==> src/rtl/tspf_pkg.sv <==
// Package for the TCP SYN port filter: codes, table entry layout and the
// command/status structs between controller and datapath. No dependencies.
package tspf_pkg;

   // Default table size and configuration address width.
   localparam int TABLE_DEPTH_DEF = 64;
   localparam int CSR_ADDR_W      = 3;

   // Register index of the filter enable bit (byte address bit 2).
   localparam logic CSR_IDX_FILTER = 1'b0;

   // Item operation codes.
   localparam logic [1:0] OP_CHECK    = 2'd0;
   localparam logic [1:0] OP_RULE     = 2'd1;
   localparam logic [1:0] OP_RESPONSE = 2'd2;

   // Rule status codes.
   localparam logic [1:0] ST_ACCEPT  = 2'd0;
   localparam logic [1:0] ST_DENY    = 2'd1;
   localparam logic [1:0] ST_UNKNOWN = 2'd2;
   localparam logic [1:0] ST_INVALID = 2'd3;

   // Verdict codes.
   localparam logic [1:0] VERDICT_PASS = 2'd0;
   localparam logic [1:0] VERDICT_DROP = 2'd1;
   localparam logic [1:0] VERDICT_ASK  = 2'd2;

   // Bare SYN qualification constants.
   localparam logic [15:0] SYN_HDR_LEN    = 16'd14;
   localparam logic [15:0] SYN_LA_ABOVE   = 16'd40;
   localparam logic [15:0] SYN_LA_BELOW   = 16'd60;
   localparam logic [15:0] ETHERTYPE_IPV4 = 16'h0800;
   localparam logic [7:0]  PROTO_TCP      = 8'd6;
   localparam logic [7:0]  FLAGS_SYN      = 8'h02;

   // One rule table entry.
   typedef struct packed {
      logic [15:0] port;
      logic [1:0]  status;
      logic [31:0] src;
      logic [31:0] dst;
   } entry_type;

   // Controller states.
   typedef enum logic [1:0] {
      S_IDLE,
      S_SCAN,
      S_UPDATE
   } state_type;

   // Commands from controller to datapath.
   typedef struct packed {
      logic load;
      logic scan;
      logic update;
   } cmd_type;

   // Status from datapath to controller.
   typedef struct packed {
      logic match;
      logic done;
   } status_type;

endpackage

==> src/rtl/tspf_ctrl.sv <==
// Controller state machine for the TCP SYN port filter.
// Depends on tspf_pkg for the state enum and the command/status structs.
module tspf_ctrl
   import tspf_pkg::*;
(
   input  logic       clock,
   input  logic       reset,
   input  logic       req_valid,
   output logic       req_ready,
   output logic       rsp_valid,
   input  logic       rsp_ready,
   input  status_type status,
   output cmd_type    cmd
);

   state_type state_ff, state_in;
   logic      rsp_valid_ff, rsp_valid_in;

   // State and result valid registers.
   always_ff @(posedge clock) begin
      if (reset) begin
         state_ff     <= S_IDLE;
         rsp_valid_ff <= 1'b0;
      end else begin
         state_ff     <= state_in;
         rsp_valid_ff <= rsp_valid_in;
      end
   end

   // Next state and commands.
   always_comb begin
      state_in  = state_ff;
      cmd       = '0;
      req_ready = 1'b0;
      case (state_ff)
         S_IDLE: begin
            req_ready = 1'b1;
            if (req_valid) begin
               cmd.load = 1'b1;
               state_in = S_SCAN;
            end
         end
         S_SCAN: begin
            cmd.scan = 1'b1;
            if (status.match || status.done) begin
               state_in = S_UPDATE;
            end
         end
         S_UPDATE: begin
            // Finish only once the result register is free.
            if (!rsp_valid_ff || rsp_ready) begin
               cmd.update = 1'b1;
               state_in   = S_IDLE;
            end
         end
         default: begin
            state_in = S_IDLE;
         end
      endcase
   end

   // The result beat stays up until the receiver takes it.
   always_comb begin
      if (cmd.update) begin
         rsp_valid_in = 1'b1;
      end else if (rsp_ready) begin
         rsp_valid_in = 1'b0;
      end else begin
         rsp_valid_in = rsp_valid_ff;
      end
   end

   assign rsp_valid = rsp_valid_ff;

   // A new result only follows the update state.
   a_rsp_after_update: assert property (@(posedge clock) disable iff (reset)
      $rose(rsp_valid_ff) |-> $past(state_ff) == S_UPDATE)
      else $error("result raised outside the update state");

   // The datapath never reports a hit and the end of the scan together.
   a_match_done_excl: assert property (@(posedge clock) disable iff (reset)
      (state_ff == S_SCAN) |-> !(status.match && status.done))
      else $error("scan reported hit and end together");

endmodule

==> config.mk <==
export PLATFORM = sky130hd
export DESIGN_NAME = tspf_ctrl
export DESIGN_NICKNAME = d
export VERILOG_FILES = /design/src/rtl/tspf_pkg.sv /design/src/rtl/tspf_ctrl.sv
export SDC_FILE = /design/constraint.sdc
export NUM_CORES = 1
export LEC_CHECK = 0
export BUFFER_PORTS_ARGS = -buffer_cell sky130_fd_sc_hd__buf_2
export CORE_AREA = 4 4 41 43
export DETAILED_ROUTE_END_ITERATION = 8
export DIE_AREA = 0 0 45 47
export PLACE_DENSITY = 0.38
export SYNTH_ARGS = -nofsm -noshare
export SYNTH_HDL_FRONTEND = slang
export SYNTH_SLANG_ARGS = --single-unit
==> constraint.sdc <==
create_clock -name clock -period 0.9 [get_ports clock]
set_input_delay 0.225 -clock clock [delete_from_list [all_inputs] [get_ports clock]]
set_output_delay 0.225 -clock clock [all_outputs]
set_load 0.1 [all_outputs]
==> impl_metrics.env <==
export IMPL_start_kind="register"
export IMPL_clock_sinks=3
export IMPL_slew_headroom_pct=88.0
export IMPL_grt_pass1_wl_um=834
export IMPL_hold_depth=2
export IMPL_end_kind="output port"
export IMPL_crit_type="reg2out"
export IMPL_clock_path_buffers=2
export IMPL_syn_nets=23
export IMPL_drcViolationCount=0
export IMPL_ys_top_cells_by_area="dfxtp_1 (38%), nand2b_4 (8.6%), mux2i_1 (6.3%), a21oi_2 (5.5%), and2b_2 (5.5%)"
export IMPL_wirelength_um=490
export IMPL_layout_cells_non_filler=49
export IMPL_hold_viol=0
export IMPL_htree_levels=1
export IMPL_synthFlopType="dfxtp_1"
export IMPL_crit_fanout=4
export IMPL_rows=13
export IMPL_seq_area_frac_synth_pct=37.5
export IMPL_synth_area_um2=160
export IMPL_place_ws_ns=-0.126
export IMPL_ios=11
export IMPL_dieHeight_um=47
export IMPL_p_int_uw=414
export IMPL_first_pass_iters=4
export IMPL_die_area_um2=2120
export IMPL_globalplace_congestion=0.619
export IMPL_ant_nets=0
export IMPL_fin_skew_ns=0.000598
export IMPL_setup_tns_ns=-1.58
export IMPL_synth_top_area_share_pct=37.5
export IMPL_combPwrFrac_pct=40.5
export IMPL_vdd_drop_max_v=0.000659
export IMPL_ys_ff_latch=3
export IMPL_grt_max_degree=5
export IMPL_cp_cell_sequence="and2b_2, buf_12"
export IMPL_cts_tree="built"
export IMPL_yosysMostFrequentCell="dfxtp_1"
export IMPL_slowest_stage="dfxtp_4"
export IMPL_p_leak_nw=0.175
export IMPL_hp_class="in2reg"
export IMPL_ys_warnings_count=0
export IMPL_cp_required_ns=0.67
export IMPL_maxCapViolCount=0
export IMPL_clk_pin_slew_worst_paths_ns=0.04
export IMPL_synthArstFlopShare_pct=0
export IMPL_vias=176
export IMPL_root_buffer="clkbuf_4"
export IMPL_violations="setup timing"
export IMPL_max_freq_ghz=0.794
export IMPL_synth_commonest_cells="dfxtp_1 (3), nor2_1 (2)"
export IMPL_seqPwrFrac_pct=22.8
export IMPL_rr_worst_depth=4
export IMPL_fin_nets=41
export IMPL_rsz0062_at_grt="yes"
export IMPL_design_core_area_um2=1300
export IMPL_yosys_area_top_type="dfxtp_1"
export IMPL_maxSlewViolCount=0
export IMPL_grt_pass1_vias=180
export IMPL_p_per_area_nw_per_um2=1620
export IMPL_synth_avg_cell_area_um2=9.42
export IMPL_synthCells=17
export IMPL_min_period_ns=1.26
export IMPL_tightest_slew_ns=0.175
export IMPL_syn_to_final_growth_pct=148
export IMPL_synth_distinct_cells=14
export IMPL_clk_latency_ns=0.23
export IMPL_grt_usage_pct=6.55
export IMPL_grt_ovfl_total=0
export IMPL_first_iter_violations=3
export IMPL_synth_edf_count=0
export IMPL_arrival_ns=1.03
export IMPL_worst_path_largest_cell_delay_ns=0.37
export IMPL_start_util_pct=12.3
export IMPL_cts_buffers=3
export IMPL_viasPerCell=3.59
export IMPL_die_x_um=45
export IMPL_antenna_cells=0
export IMPL_p_sw_uw=231
export IMPL_finalSetupViolCount=6
export IMPL_portBuffers=10
export IMPL_status="complete, but fails checks"
export IMPL_setup_slack_ns=-0.359
export IMPL_drive_above_1_share_pct=82.4
export IMPL_switching_share_pct=35.8
export IMPL_grt_antenna_before_repair=0
export IMPL_dpl_hpwl_um=374
export IMPL_placed_cells_incl_taps=45
export IMPL_period_share_pct=140
export IMPL_clock_power_share_pct=36.7
export IMPL_wl_per_cell_um=10.0
==> worst paths after layout <==
kind	start	endpoint	slack [ns]
worst max register to register	state_ff[1]	state_ff[1]	-0.07
worst max-delay path	state_ff[1]	cmd[1]	-0.36
worst min register to register	state_ff[1]	state_ff[0]	0.48
worst min-delay path	reset	state_ff[1]	0.18
==> metrics by stage <==
stage	area, um2	util (%)	hold WS (ns)	total power, mW
after floorplan	204	-	0.280	0.306
after global routing	398	30.6	0.159	0.692
after detailed placement	358	27.5	0.417	0.406
after CTS	398	30.6	0.164	0.659
after global placement	358	27.5	0.414	0.404
final	398	30.6	0.175	0.645
==> layout by cell type, fill, tap and decap left out, types with 2 or more instances in the layout <==
cell type  n
dfxtp_4    2
nand2b_4   2
buf_12     5
clkbuf_4   3
buf_6      3
buf_2      5
==> per-layer routing <==
metal	vias up	track usage, %	wire, um
met1	72	5.20	159
met2	12	9.89	252
met4	0	7.02	0
met5	-	0	0
li1	92	-	-
met3	0	4.98	78
==> cell type report <==
cell class	instances	area [um2]
fillers	140	903
repair buffers	14	166
multi-input cells	13	118
flip-flops and latches	3	68.8
clock buffers	4	26.3
well taps	15	18.8
==> worst max-delay path: cells and delay by family, from the launching register on <==
family / cells / cell delay, ns
simple gates: 1 / 0.26
flops: 1 / 0.37
buf+inv: 1 / 0.17
==> kinds of logic after synthesis <==
group / share of synthesized area (%)
AO/OA/AOI/OAI: 14.1
buffers and inverters: 4.69
flip-flops: 37.5
multiplexers: 6.25
AND/OR/NAND/NOR: 37.5
==> registers in the layout (all words and copies together), names as in the netlist <==
register and cells:
state_ff 2, rsp_valid 1
==> repair_timing <==
item,CTS,global route
setup buffers,0,0
resized for setup,4,0
setup endpoints to repair,6,7
pin swaps,0,1
hold buffers,0,0
==> power groups by stage <==
stage          clock, mW  sequential (mW)  combinational, mW
6_report           0.237            0.147              0.261
5_1_grt            0.272            0.149              0.270
4_1_cts            0.248            0.147              0.264
3_5_place_dp           0            0.151              0.254
3_3_place_gp           0            0.151              0.253
2_1_floorplan          0            0.161              0.145
Power figures use the tool's default switching activity.
